**src/rtl/core/mandel_pkg.sv**
```systemverilog
`timescale 1ns / 1ps
// ----------------------------------------------------------------------------
// Mandelbrot pixel evaluator - shared definitions
// Fixed-point widths, register map, payload and divider interface types, and
// the glyph palette.
// ----------------------------------------------------------------------------
package mandel_pkg;

   // Design constants
   localparam int MAX_DIMENSION = 1024;
   localparam int FRACTION_BITS = 28;

   // Field widths fixed by the interface
   localparam int PIX_W     = 10;
   localparam int CFG_DIM_W = 11;
   localparam int LIMIT_W   = 8;
   localparam int COUNT_W   = 8;
   localparam int GLYPH_W   = 7;

   // Fixed-point word and derived arithmetic widths
   localparam int WORD_W = FRACTION_BITS + 4;
   localparam int PROD_W = 2 * WORD_W;
   localparam int SQ_W   = PROD_W - FRACTION_BITS;       // floor(a*b / 2^F)
   localparam int RI_W   = PROD_W - FRACTION_BITS + 1;   // floor(2*a*b / 2^F)
   localparam int ACC_W  = RI_W + 1;

   // Coordinate divider widths
   localparam int DIM_W     = $clog2(MAX_DIMENSION + 1);
   localparam int REM_W     = $clog2(MAX_DIMENSION);
   localparam int MAG_W     = (PIX_W + 1 > DIM_W) ? PIX_W + 1 : DIM_W;
   localparam int DIFF_W    = MAG_W + 1;
   localparam int NUM_W     = MAG_W + FRACTION_BITS + 1;
   localparam int DIV_STEPS = (NUM_W + 1) / 2;            // two quotient bits a step
   localparam int DVD_W     = 2 * DIV_STEPS;
   localparam int STEP_W    = $clog2(DIV_STEPS);

   typedef logic signed [WORD_W-1:0] word_type;

   localparam word_type WORD_MAX = {1'b0, {(WORD_W - 1){1'b1}}};
   localparam word_type WORD_MIN = {1'b1, {(WORD_W - 1){1'b0}}};
   localparam logic signed [ACC_W-1:0] ESCAPE_BOUND =
      ACC_W'(1) <<< (FRACTION_BITS + 2);

   // Configuration port
   localparam int CSR_ADDR_W = 4;
   localparam int CSR_DATA_W = 32;
   localparam int REG_IDX_W  = 2;

   localparam logic [REG_IDX_W-1:0] REG_IMAGE_WIDTH     = 2'd0;
   localparam logic [REG_IDX_W-1:0] REG_IMAGE_HEIGHT    = 2'd1;
   localparam logic [REG_IDX_W-1:0] REG_ITERATION_LIMIT = 2'd2;

   localparam logic [CFG_DIM_W-1:0] RST_IMAGE_WIDTH     = 11'd60;
   localparam logic [CFG_DIM_W-1:0] RST_IMAGE_HEIGHT    = 11'd20;
   localparam logic [LIMIT_W-1:0]   RST_ITERATION_LIMIT = 8'd80;

   // Palette
   localparam int PALETTE_LEN = 12;
   localparam int PAL_W       = $clog2(PALETTE_LEN);

   localparam logic [GLYPH_W-1:0] GLYPH_SPACE = 7'd32;

   typedef struct packed {
      logic [PIX_W-1:0] pixel_column;
      logic [PIX_W-1:0] pixel_row;
   } req_payload_type;

   typedef struct packed {
      logic [COUNT_W-1:0] iteration_count;
      logic [GLYPH_W-1:0] glyph;
   } rsp_payload_type;

   typedef struct packed {
      logic             start;
      logic             neg;
      logic [MAG_W-1:0] mag;
      logic [DIM_W-1:0] divisor;
   } div_req_type;

   typedef struct packed {
      logic     done;
      word_type quotient;
   } div_rsp_type;

   // ".,-~:;=!*#$@"
   function automatic logic [GLYPH_W-1:0] palette_glyph(input logic [PAL_W-1:0] idx);
      logic [GLYPH_W-1:0] g;
      case (idx)
         4'd0:    g = 7'h2E;
         4'd1:    g = 7'h2C;
         4'd2:    g = 7'h2D;
         4'd3:    g = 7'h7E;
         4'd4:    g = 7'h3A;
         4'd5:    g = 7'h3B;
         4'd6:    g = 7'h3D;
         4'd7:    g = 7'h21;
         4'd8:    g = 7'h2A;
         4'd9:    g = 7'h23;
         4'd10:   g = 7'h24;
         4'd11:   g = 7'h40;
         default: g = GLYPH_SPACE;
      endcase
      return g;
   endfunction

endpackage

```
**src/rtl/core/mandel_coord_div.sv**
```systemverilog
`timescale 1ns / 1ps
// ----------------------------------------------------------------------------
// Mandelbrot coordinate divider
// Restoring divider, two quotient bits per cycle. Computes
// sign * (mag * 2^(F+1)) / divisor, truncated toward zero and saturated to
// the fixed-point word range.
// ----------------------------------------------------------------------------
module mandel_coord_div
   import mandel_pkg::*;
(
   input  logic        clock,
   input  logic        reset,
   input  div_req_type div_req,
   output div_rsp_type div_rsp
);

   logic              busy_ff, busy_in;
   logic              done_ff, done_in;
   logic [STEP_W-1:0] step_ff, step_in;
   logic              neg_ff, neg_in;
   logic [DIM_W-1:0]  divisor_ff, divisor_in;
   logic [DVD_W-1:0]  dvd_ff, dvd_in;
   logic [REM_W-1:0]  rem_ff, rem_in;
   logic [DVD_W-1:0]  quo_ff, quo_in;
   word_type          result_ff, result_in;

   logic [REM_W:0]   trial1, trial2, dsor;
   logic             qbit1, qbit2;
   logic [REM_W-1:0] rem1, rem2;
   logic [DVD_W-1:0] quo_next;
   logic             pos_ovf, neg_ovf;
   logic             last_step;

   always_comb begin
      dsor   = (REM_W + 1)'(divisor_ff);
      trial1 = {rem_ff, dvd_ff[DVD_W-1]};
      qbit1  = (trial1 >= dsor);
      rem1   = qbit1 ? REM_W'(trial1 - dsor) : REM_W'(trial1);
      trial2 = {rem1, dvd_ff[DVD_W-2]};
      qbit2  = (trial2 >= dsor);
      rem2   = qbit2 ? REM_W'(trial2 - dsor) : REM_W'(trial2);
      quo_next = {quo_ff[DVD_W-3:0], qbit1, qbit2};

      // |q| may reach 2^(WORD_W-1) on the negative side only
      pos_ovf = |quo_next[DVD_W-1:WORD_W-1];
      neg_ovf = (|quo_next[DVD_W-1:WORD_W]) ||
                (quo_next[WORD_W-1] && (|quo_next[WORD_W-2:0]));
      last_step = (step_ff == STEP_W'(DIV_STEPS - 1));
   end

   always_comb begin
      busy_in    = busy_ff;
      done_in    = 1'b0;
      step_in    = step_ff;
      neg_in     = neg_ff;
      divisor_in = divisor_ff;
      dvd_in     = dvd_ff;
      rem_in     = rem_ff;
      quo_in     = quo_ff;
      result_in  = result_ff;
      if (busy_ff) begin
         dvd_in  = {dvd_ff[DVD_W-3:0], 2'b00};
         rem_in  = rem2;
         quo_in  = quo_next;
         step_in = step_ff + STEP_W'(1);
         if (last_step) begin
            busy_in = 1'b0;
            done_in = 1'b1;
            if (neg_ff) begin
               result_in = neg_ovf ? WORD_MIN : -$signed(quo_next[WORD_W-1:0]);
            end else begin
               result_in = pos_ovf ? WORD_MAX : $signed(quo_next[WORD_W-1:0]);
            end
         end
      end else if (div_req.start) begin
         busy_in    = 1'b1;
         step_in    = '0;
         neg_in     = div_req.neg;
         divisor_in = div_req.divisor;
         dvd_in     = DVD_W'(div_req.mag) << (FRACTION_BITS + 1);
         rem_in     = '0;
         quo_in     = '0;
      end
   end

   always_ff @(posedge clock) begin
      if (reset) begin
         busy_ff <= 1'b0;
         done_ff <= 1'b0;
      end else begin
         busy_ff <= busy_in;
         done_ff <= done_in;
      end
      step_ff    <= step_in;
      neg_ff     <= neg_in;
      divisor_ff <= divisor_in;
      dvd_ff     <= dvd_in;
      rem_ff     <= rem_in;
      quo_ff     <= quo_in;
      result_ff  <= result_in;
   end

   assign div_rsp.done     = done_ff;
   assign div_rsp.quotient = result_ff;

endmodule

```
**src/rtl/core/mandelbrot_escape_time_pixel_top.sv**
```systemverilog
`timescale 1ns / 1ps
// ----------------------------------------------------------------------------
// Mandelbrot escape-time pixel evaluator - top level
// Maps a pixel to a complex point c and iterates z = z*z + c in 4.28 fixed
// point until escape or the iteration limit; returns count and glyph.
// ----------------------------------------------------------------------------
// Usage:
//   Drive req_pixel and raise start; the transaction is taken on an edge with
//   start high and busy low. busy stays high until the result is produced.
//   The result shows on rsp_result for one cycle with rsp_valid high; there is
//   no back-pressure, the receiver must take it in that cycle.
//   The APB-style csr port holds image_width (0x0), image_height (0x4) and
//   iteration_limit (0x8); write them only while busy is low.
// Timing:
//   Both coordinates go through one shared restoring divider, two quotient
//   bits per cycle. Each iteration then uses the one 32x32 multiplier three
//   times. One pixel at a time; busy drops in the cycle the result is shown,
//   so start can follow at once.
// Reset:
//   Synchronous; registers return to width 60, height 20, limit 80, the
//   sequencer goes idle and no result is pending.
// ----------------------------------------------------------------------------
module mandelbrot_escape_time_pixel_top
   import mandel_pkg::*;
(
   input  logic                  clock,
   input  logic                  reset,

   input  logic                  start,
   output logic                  busy,
   input  req_payload_type       req_pixel,

   output logic                  rsp_valid,
   output rsp_payload_type       rsp_result,

   input  logic                  csr_psel,
   input  logic                  csr_penable,
   input  logic                  csr_pwrite,
   input  logic [CSR_ADDR_W-1:0] csr_paddr,
   input  logic [CSR_DATA_W-1:0] csr_pwdata,
   output logic [CSR_DATA_W-1:0] csr_prdata,
   output logic                  csr_pready
);

   localparam int ST_W = 3;
   localparam logic [ST_W-1:0] S_IDLE   = 3'd0;
   localparam logic [ST_W-1:0] S_DIV_RE = 3'd1;
   localparam logic [ST_W-1:0] S_DIV_IM = 3'd2;
   localparam logic [ST_W-1:0] S_RR     = 3'd3;
   localparam logic [ST_W-1:0] S_II     = 3'd4;
   localparam logic [ST_W-1:0] S_RI     = 3'd5;
   localparam logic [ST_W-1:0] S_ZI     = 3'd6;
   localparam logic [ST_W-1:0] S_DONE   = 3'd7;

   // Configuration registers
   logic [CFG_DIM_W-1:0] width_ff, width_in;
   logic [CFG_DIM_W-1:0] height_ff, height_in;
   logic [LIMIT_W-1:0]   limit_ff, limit_in;

   // Sequencer and datapath
   logic [ST_W-1:0]          state_ff, state_in;
   logic [PIX_W-1:0]         row_ff, row_in;
   word_type                 cre_ff, cre_in;
   word_type                 cim_ff, cim_in;
   word_type                 zre_ff, zre_in;
   word_type                 zim_ff, zim_in;
   logic signed [SQ_W-1:0]   rr_ff, rr_in;
   logic signed [PROD_W-1:0] prod_ff, prod_in;
   logic [COUNT_W-1:0]       count_ff, count_in;
   logic [PAL_W-1:0]         pal_ff, pal_in;
   logic                     rsp_valid_ff, rsp_valid_in;
   rsp_payload_type          rsp_result_ff, rsp_result_in;

   logic [DIM_W-1:0]         width_c, height_c;
   logic [PIX_W-1:0]         div_pix;
   logic [DIM_W-1:0]         div_dim;
   logic signed [DIFF_W-1:0] diff;
   word_type                 op_a, op_b;
   logic signed [SQ_W-1:0]   ii;
   logic signed [RI_W-1:0]   ri;
   logic signed [ACC_W-1:0]  mag_sq, zre_sum, zim_sum;
   logic                     escape;
   logic                     csr_write;
   logic [REG_IDX_W-1:0]     csr_idx;
   logic                     div_start;

   div_req_type div_req;
   div_rsp_type div_rsp;

   function automatic logic [DIM_W-1:0] clamp_dim(input logic [CFG_DIM_W-1:0] d);
      logic [DIM_W-1:0] r;
      if (d == '0) begin
         r = DIM_W'(1);
      end else if (32'(d) > MAX_DIMENSION) begin
         r = DIM_W'(MAX_DIMENSION);
      end else begin
         r = DIM_W'(d);
      end
      return r;
   endfunction

   function automatic word_type sat_word(input logic signed [ACC_W-1:0] v);
      word_type r;
      if (v > ACC_W'(WORD_MAX)) begin
         r = WORD_MAX;
      end else if (v < ACC_W'(WORD_MIN)) begin
         r = WORD_MIN;
      end else begin
         r = WORD_W'(v);
      end
      return r;
   endfunction

   // ---------------------------------------------------------------- CSR port
   assign csr_pready = 1'b1;
   assign csr_idx    = csr_paddr[CSR_ADDR_W-1:2];
   assign csr_write  = csr_psel && csr_penable && csr_pwrite;

   always_comb begin
      width_in  = width_ff;
      height_in = height_ff;
      limit_in  = limit_ff;
      if (csr_write) begin
         case (csr_idx)
            REG_IMAGE_WIDTH:     width_in  = csr_pwdata[CFG_DIM_W-1:0];
            REG_IMAGE_HEIGHT:    height_in = csr_pwdata[CFG_DIM_W-1:0];
            REG_ITERATION_LIMIT: limit_in  = csr_pwdata[LIMIT_W-1:0];
            default: ;
         endcase
      end
   end

   always_comb begin
      case (csr_idx)
         REG_IMAGE_WIDTH:     csr_prdata = CSR_DATA_W'(width_ff);
         REG_IMAGE_HEIGHT:    csr_prdata = CSR_DATA_W'(height_ff);
         REG_ITERATION_LIMIT: csr_prdata = CSR_DATA_W'(limit_ff);
         default:             csr_prdata = '0;
      endcase
   end

   // ------------------------------------------------------- coordinate divide
   assign width_c  = clamp_dim(width_ff);
   assign height_c = clamp_dim(height_ff);

   // real axis is started straight from the request, imaginary from row_ff
   assign div_pix = (state_ff == S_IDLE) ? req_pixel.pixel_column : row_ff;
   assign div_dim = (state_ff == S_IDLE) ? width_c : height_c;
   assign diff    = $signed(DIFF_W'({div_pix, 1'b0}) - DIFF_W'(div_dim));

   assign div_req.start   = div_start;
   assign div_req.neg     = diff[DIFF_W-1];
   assign div_req.mag     = diff[DIFF_W-1] ? MAG_W'(-diff) : MAG_W'(diff);
   assign div_req.divisor = width_c;

   mandel_coord_div u_div (
      .clock   (clock),
      .reset   (reset),
      .div_req (div_req),
      .div_rsp (div_rsp)
   );

   // ------------------------------------------------------- shared multiplier
   // RR: zre*zre, II: zim*zim, RI: zre*zim, ZI: next zre*zre
   assign op_a = (state_ff == S_II) ? zim_ff : zre_ff;
   assign op_b = (state_ff == S_II || state_ff == S_RI) ? zim_ff : zre_ff;
   assign prod_in = PROD_W'(op_a) * PROD_W'(op_b);

   // floor shifts are plain upper slices of the product
   assign ii = $signed(prod_ff[PROD_W-1:FRACTION_BITS]);
   assign ri = $signed(prod_ff[PROD_W-1:FRACTION_BITS-1]);

   assign mag_sq  = ACC_W'(rr_ff) + ACC_W'(ii);
   assign escape  = (mag_sq >= ESCAPE_BOUND);
   assign zre_sum = ACC_W'(rr_ff) - ACC_W'(ii) + ACC_W'(cre_ff);
   assign zim_sum = ACC_W'(ri) + ACC_W'(cim_ff);

   // --------------------------------------------------------------- sequencer
   always_comb begin
      state_in      = state_ff;
      row_in        = row_ff;
      cre_in        = cre_ff;
      cim_in        = cim_ff;
      zre_in        = zre_ff;
      zim_in        = zim_ff;
      rr_in         = rr_ff;
      count_in      = count_ff;
      pal_in        = pal_ff;
      rsp_valid_in  = 1'b0;
      rsp_result_in = rsp_result_ff;
      div_start     = 1'b0;

      case (state_ff)
         S_IDLE: begin
            if (start) begin
               row_in    = req_pixel.pixel_row;
               div_start = 1'b1;
               state_in  = S_DIV_RE;
            end
         end
         S_DIV_RE: begin
            if (div_rsp.done) begin
               cre_in    = div_rsp.quotient;
               div_start = 1'b1;
               state_in  = S_DIV_IM;
            end
         end
         S_DIV_IM: begin
            if (div_rsp.done) begin
               cim_in   = div_rsp.quotient;
               zre_in   = '0;
               zim_in   = '0;
               count_in = '0;
               pal_in   = '0;
               state_in = (limit_ff == '0) ? S_DONE : S_RR;
            end
         end
         S_RR: begin
            state_in = S_II;
         end
         S_II: begin
            rr_in    = $signed(prod_ff[PROD_W-1:FRACTION_BITS]);
            state_in = S_RI;
         end
         S_RI: begin
            if (escape) begin
               state_in = S_DONE;
            end else begin
               zre_in   = sat_word(zre_sum);
               count_in = count_ff + COUNT_W'(1);
               pal_in   = (pal_ff == PAL_W'(PALETTE_LEN - 1)) ? '0 : pal_ff + PAL_W'(1);
               state_in = S_ZI;
            end
         end
         S_ZI: begin
            zim_in   = sat_word(zim_sum);
            state_in = (count_ff < limit_ff) ? S_II : S_DONE;
         end
         S_DONE: begin
            rsp_result_in.iteration_count = count_ff;
            rsp_result_in.glyph = (count_ff == limit_ff) ? GLYPH_SPACE
                                                         : palette_glyph(pal_ff);
            rsp_valid_in = 1'b1;
            state_in     = S_IDLE;
         end
         default: begin
            state_in = S_IDLE;
         end
      endcase
   end

   always_ff @(posedge clock) begin
      if (reset) begin
         width_ff     <= RST_IMAGE_WIDTH;
         height_ff    <= RST_IMAGE_HEIGHT;
         limit_ff     <= RST_ITERATION_LIMIT;
         state_ff     <= S_IDLE;
         rsp_valid_ff <= 1'b0;
      end else begin
         width_ff     <= width_in;
         height_ff    <= height_in;
         limit_ff     <= limit_in;
         state_ff     <= state_in;
         rsp_valid_ff <= rsp_valid_in;
      end
      row_ff        <= row_in;
      cre_ff        <= cre_in;
      cim_ff        <= cim_in;
      zre_ff        <= zre_in;
      zim_ff        <= zim_in;
      rr_ff         <= rr_in;
      prod_ff       <= prod_in;
      count_ff      <= count_in;
      pal_ff        <= pal_in;
      rsp_result_ff <= rsp_result_in;
   end

   assign busy       = (state_ff != S_IDLE);
   assign rsp_valid  = rsp_valid_ff;
   assign rsp_result = rsp_result_ff;

   // --------------------------------------------------------------- assertions
   a_strobe_single: assert property (@(posedge clock) disable iff (reset)
      rsp_valid_ff |=> !rsp_valid_ff)
      else $error("result strobe held longer than one cycle");

   a_div_done_expected: assert property (@(posedge clock) disable iff (reset)
      div_rsp.done |-> (state_ff == S_DIV_RE || state_ff == S_DIV_IM))
      else $error("divider finished outside a divide state");

   a_count_bound: assert property (@(posedge clock) disable iff (reset)
      (state_ff == S_ZI) |-> (count_ff != '0 && count_ff <= limit_ff))
      else $error("iteration count out of range");

   a_ri_next: assert property (@(posedge clock) disable iff (reset)
      (state_ff == S_RI) |=> (state_ff == S_ZI || state_ff == S_DONE))
      else $error("bad sequencer step after cross product");

endmodule
```
**config.mk**
```make
export PLATFORM = sky130hd
export DESIGN_NAME = mandelbrot_escape_time_pixel_top
export DESIGN_NICKNAME = d
export VERILOG_FILES = /design/src/rtl/core/mandel_pkg.sv /design/src/rtl/core/mandel_coord_div.sv /design/src/rtl/core/mandelbrot_escape_time_pixel_top.sv
export SDC_FILE = /design/constraint.sdc
export NUM_CORES = 2
export LEC_CHECK = 0
export ABC_CLOCK_PERIOD_IN_PS = 11350
export CORE_MARGIN = 1.5
export CORE_UTILIZATION = 55
export CTS_BUF_LIST = sky130_fd_sc_hd__clkbuf_4
export CTS_CLUSTER_SIZE = 25
export DETAILED_ROUTE_END_ITERATION = 10
export DONT_BUFFER_PORTS = 1
export GPL_TIMING_DRIVEN = 0
export PLACE_DENSITY = 0.71
export SYNTH_ARGS = -nofsm -noshare
export SYNTH_HDL_FRONTEND = slang
export SYNTH_SLANG_ARGS = --single-unit
```
**constraint.sdc**
```tcl
create_clock -name clock -period 11.35 [get_ports clock]
set_input_delay 0.5675 -clock clock [delete_from_list [all_inputs] [get_ports clock]]
set_output_delay 0.5675 -clock clock [all_outputs]
set_load 0.02 [all_outputs]
```
### Yosys cells after proc, flatten, opt, wreduce, memory -nomap -nowiden

Memory sizes are Yosys's and may differ from the RTL's. A register that Yosys moved wholly into a read port is not among the register bits.
Cells that the tools add are included.

* memories: 1
* output and inout port bits: 50
* bits in registers: 402
* ROM bits: 112

* $add $sub $neg: 12
* equality and inequality tests: 16
* reductions and logical operators: 29
* $mul: 1
* order comparisons: 10
* mux-type cells: 53
* bitwise logic cells: 1

Memories
* (name not given): depth 16, bits a word 7, rd ports 1, clocked after memory_dff 1, write ports 0, RTL line mandel_pkg.sv:88 `case (idx)`

Operator list (number)
* $mux W32: 11
* $pmux W32 S2: 2
* $mux W40: 2
* $add A37 B32 Y38: 2
* $gt A38 B32 Y1 const B: 2
* $lt A38 B32 Y1 const B: 2
* $mux W38: 2
* $mux W11: 6
* $mul A32 B32 Y64: 1
* $mux W10: 5
* $add A36 B36 Y37: 1
* $ge A37 B32 Y1 const B: 1
* $sub A36 B36 Y37: 1
* $pmux W11 S3: 1
* $neg A32 Y32: 1
* $reduce_or A31 Y1: 1
* $pmux W3 S8: 1
* $ge A11 B11 Y1: 2
* $gt A11 B11 Y1 const B: 2
* $logic_not A11 Y1: 2
* $sub A10 B10 Y10: 2
* $reduce_and A2 Y1: 9
* $mux W8: 2
* $pmux W8 S2: 1
* other kinds (35): 60

### Depth between registers and ports, before layout

* depth in word-level cells: 9
* depth in mapped cells: 39
* depth with buffers taken out: 36

### Cells and area by module

A second synthesis with hierarchy kept.

* cell total of the unflattened synthesis: 6080
* area, all modules: 58082.0 um2

Modules (own cells, without submodules)
* mandelbrot_escape_time_pixel_top: times used 1, seq. area each 7457.2 um2, cells an instance 5520, area an instance 51857.2 um2
* mandel_coord_div: times used 1, seq. area each 3283.1 um2, cells an instance 560, area an instance 6224.7 um2

### Least setup slack after synthesis

No wires, ideal clock.

* kind: register -> register
* start point: register state_ff[1]
* end point: register prod_ff[63]
* cell stages (with the launch flop): 29
* setup slack: 1.459 ns
* clock period less this slack: 9.891 ns
* buffers on the path: 5
* arrival time: 9.770 ns
* path through: dfxtp_1 -> buf_2 -> nor3b_2 -> buf_2 -> buf_1 -> clkbuf_1 -> o22ai_1 -> fa_1 -> fa_1 -> inv_1 -> fa_1 -> fa_1 -> fa_1 -> fa_1 -> fa_1 -> fa_1 -> ha_1 -> clkbuf_1 -> nand4_1 -> nor4_1 -> nand2_1 -> a2111o_1 -> a31oi_2 -> a21oi_1 -> or3b_1 -> a2111o_1 -> a21oi_1 -> nor2_1 -> xnor2_1

* cells in the longest elaborated chain, start to end: 4

Ends and longest elaborated chain
* start, declared: RTL line mandelbrot_escape_time_pixel_top.sv:61 `logic [ST_W-1:0] state_ff, state_in;`
* start signal, assigned: RTL line mandelbrot_escape_time_pixel_top.sv:263 `state_ff <= state_in;`
* $eq A3 B3 Y1 (on tied branches): RTL line mandelbrot_escape_time_pixel_top.sv:165, mandelbrot_escape_time_pixel_top.sv:166
* $logic_or A1 B1 Y1: RTL line mandelbrot_escape_time_pixel_top.sv:166 `assign op_b = (state_ff == S_II || state_ff == S_RI) ? zim_ff : zre_ff;`
* $mux W32: RTL line mandelbrot_escape_time_pixel_top.sv:166
* $mul A32 B32 Y64 *: RTL line mandelbrot_escape_time_pixel_top.sv:167 `assign prod_in = PROD_W'(op_a) * PROD_W'(op_b);`
* named net prod_in[63]: RTL line mandelbrot_escape_time_pixel_top.sv:68 `logic signed [PROD_W-1:0] prod_ff, prod_in;`
* end signal, assigned: RTL line mandelbrot_escape_time_pixel_top.sv:272 `prod_ff <= prod_in;`
* end, declared: RTL line mandelbrot_escape_time_pixel_top.sv:68

The timed path passes the listed nets; every way through them passes the cells marked *.
A chain may end at the register's enable or synchronous reset.

### Worst setup path in the final report

Same ends and word-level chain as after synthesis.

==> flow_metrics.tcl <==
set metrics [dict create \
    outcome "complete, no violations" \
    maxCapViolCount 0 \
    cp_max_fo 10 \
    die_x_um 328 \
    async_reset_ff_frac 0 \
    route.detailed.drc 0 \
    pre_cts_ws_ns -1.56 \
    synthCells 6107 \
    synth-edff-count 309 \
    cts.reportedPaths.clkPinSlew_ns 0.07 \
    cpMaxStageDelayCell "mux2i_1" \
    slowest_delay_ns 0.87 \
    arrival_ns 11.89 \
    peakVddDrop_uv 124 \
    regToRegSetupSlack_ns 0.13 \
    hold_class "in -> reg" \
    cts.sinks 382 \
    dr.pass1.iters 6 \
    vias 45000 \
    cpMostUsedCell "fa_1" \
    leakage_nw 29.5 \
    grt_pass1_vias 46700 \
    path_class "reg -> reg" \
    grt_overflow 0 \
    cp-start-kind "register" \
    post-place-cells 7535 \
    drv_slew 0 \
    ff2ff_path_depth 29 \
    ys_ff_latch 382 \
    r2r-end "prod_ff[63]" \
    grt_usage 0.365 \
    setup_ws_ns 0.131 \
    required_ns 12.02 \
    drtAntennaViolNets 0 \
    synth_cell_types 84 \
    endpoint_kind "register" \
    fin_crit_ns 11.22 \
    dpl_cell_area_mm2 0.0603 \
    layout.nets 7783 \
    area_growth_pct 6.92 \
    rsz0062_at_grt "no" \
    vias_per_cell 5.84 \
    worst_slew_pin_slew_ns 1.33 \
    cts_tree "done" \
    grt_max_degree 65 \
    initial_utilization 0.558 \
    avgRoutedWirePerCell_um 24.8 \
    cts_buffer_depth 3 \
    core_area_mm2 0.104 \
    gp_congestion 1.08 \
    design_area_mm2 0.0621 \
    slew_headroom 0.114 \
    root_buffer "clkbuf_4" \
    totalWireLength_um 191000 \
    ys_seq_area_frac 0.185 \
    hold_depth 4 \
    hold-path-endpoint "width_ff[0]" \
    r2r_start "state_ff[1]" \
    skew_ns 0.0546 \
    num_rows 118 \
    fmax_mhz 89.1 \
    hp-start "csr_penable" \
    synth_area_mm2 0.0581 \
    ys_dominant_reg_cell "edfxtp_1" \
    setup-violations-final 0 \
    io_buffers 0 \
    layout-drive-gt1-share 0.0638 \
    mostFrequentLayoutCells "1,180 x inv_1, 1,121 x fa_1, 735 x nor2_1" \
    dieArea_mm2 0.108 \
    cts_inserted_buffers 90 \
    fin_cells 7717 \
    place_hpwl_um 162000 \
    powerDensity_mw_per_mm2 66.2 \
    drt_iter0_drc 4393 \
    fin_crit_sh 0.988 \
    ys_warn_count 0 \
    finalHoldViolCount 0 \
    clkLatencyLatePin_ns 0.83 \
    cts-htree-levels 3 \
    final_common_cell "inv_1" \
    ios 112 \
    antenna_found_initial 5 \
    fp.dieH_um 328 \
    grt_pass1_wl_um 289000 \
    post_synth.cell_area_avg_um2 9.51 \
]
[worst max-delay path by stage]
stage	startpoint	to	slack (ns)	depth (start not counted)
floorplan	state_ff[1]	prod_ff[63]	1.46	28
global placement	state_ff[1]	prod_ff[63]	-2.69	28
detailed placement	state_ff[1]	prod_ff[63]	-1.56	32
CTS	state_ff[1]	prod_ff[63]	0.007	30
global route	state_ff[1]	prod_ff[63]	0.02	32
finish	state_ff[1]	prod_ff[63]	0.13	29
[logic make-up (layout without fill, tap and decap cells)]
group                      after synthesis  in the layout  share of synthesized area
DFF                                    382            382                      0.185
and+or+nand+nor                       1840           1840                      0.135
muxes                                  132            132                     0.0237
buffers and inverters                 1449           1652                     0.0953
other                                    2             29                   0.000129
AOI/OAI and AO/OA                      693            693                     0.0780
adders and majority gates             1465           1465                      0.461
xor gates and xnor gates               144            144                     0.0217
[state kept, by name, summed over array words and instances (netlist names), 3 cells and up]
register,cells
width_ff,11
state_ff,3
u_div.rem_ff,10
u_div.divisor_ff,11
rr_ff,36
zim_ff,32
rsp_result,15
u_div.dvd_ff,11
zre_ff,32
cre_ff,32
pal_ff,4
prod_ff,37
u_div.result_ff,32
count_ff,8
limit_ff,8
cim_ff,32
u_div.quo_ff,38
row_ff,10
height_ff,11
u_div.step_ff,5
[critical path, delay by kind of cell (launching register included)]
family	cells	cell delay, ns
adder cells (fa/ha/maj)	9	4.57
AND/OR/NAND/NOR	7	1.78
buffers and inverters	6	1.70
AO/OA/AOI/OAI	5	1.70
multiplexers	1	0.87
flip-flops	1	0.30
XOR/XNOR	1	0.12
[synthesized netlist by cell type, types with 10 or more instances]
library cell  instances  area (µm²)
xor2_1               51         447
a31oi_1              23         144
a2111oi_0            10        87.6
nand4_1              32         200
a21o_1               74         556
a211oi_1             24         180
ha_1                342        4280
o21a_1               33         248
nor4_1               17         106
o211ai_1             18         135
xnor2_1              93         815
or3_1                21         131
nor2_1              735        2760
and2_1               57         357
nor3_1               49         245
o311ai_0             12         105
clkbuf_1            219         822
dfxtp_1              73        1460
fa_1               1122       22500
or2_2                18         113
a21boi_0             13        97.6
nor2b_1              44         275
edfxtp_1            309        9280
mux2i_1              90         901
buf_1                17        63.8
o21ai_0             150         751
a21oi_1             179         896
nand2_1             726        2730
o21bai_1             15         113
and3_1               22         138
nand2b_1             27         169
a211o_1              15         131
mux2_2               42         473
nand3_1              43         215
buf_4                22         165
o31ai_1              27         203
inv_1              1180        4430
[timing repair]
item | CTS | global route
hold buffers | 22 | 0
setup endpoints to repair | 31 | 24
endpoints found under the hold margin | 41 | 0
pin swaps | 1 | 0
setup buffers | 2 | 3
gates resized for setup | 95 | 68
[power breakdown]
| group | switching (W) | internal (W) | leakage, nW | total [W] |
|---|---|---|---|---|
| Combinational | 0.000841 | 0.000523 | 25.5 | 0.00136 |
| Clock | 0.000573 | 0.000567 | 0.690 | 0.00114 |
| Sequential | 0.0000309 | 0.00157 | 3.38 | 0.00160 |
[metal layers]
metal,part of all wire,track usage
met1,0.36,0.450
met2,0.46,0.580
met3,0.10,0.0907
met4,0.076,0.225
met5,0.000058,0
[final cells by class]
class                   count  area [µm²]
flip-flops and latches    382       10700
well taps                1380        1730
repair buffers             55         609
fillers                  9108       42000
multi-input cells        4296       42200
plain buffers             250        1140
clock inverters            38         216
inverters                1182        4440
diodes                      7        17.5
clock buffers             127         953
[per-stage QoR]
stage / setup TNS [ns] / hold WS [ns] / util / total power (W)
after global routing: 0 / 0.0973 / 0.596 / 0.00433
after detailed placement: -17.56 / 0.430 / 0.579 / 0.00296
after CTS: 0 / 0.0349 / 0.595 / 0.00411
final: 0 / 0.105 / 0.596 / 0.00411
after global placement: -48.48 / 0.423 / 0.575 / 0.00294
after floorplan: 0 / 0.421 / - / 0.00255
Power figures use the tool's default switching activity.
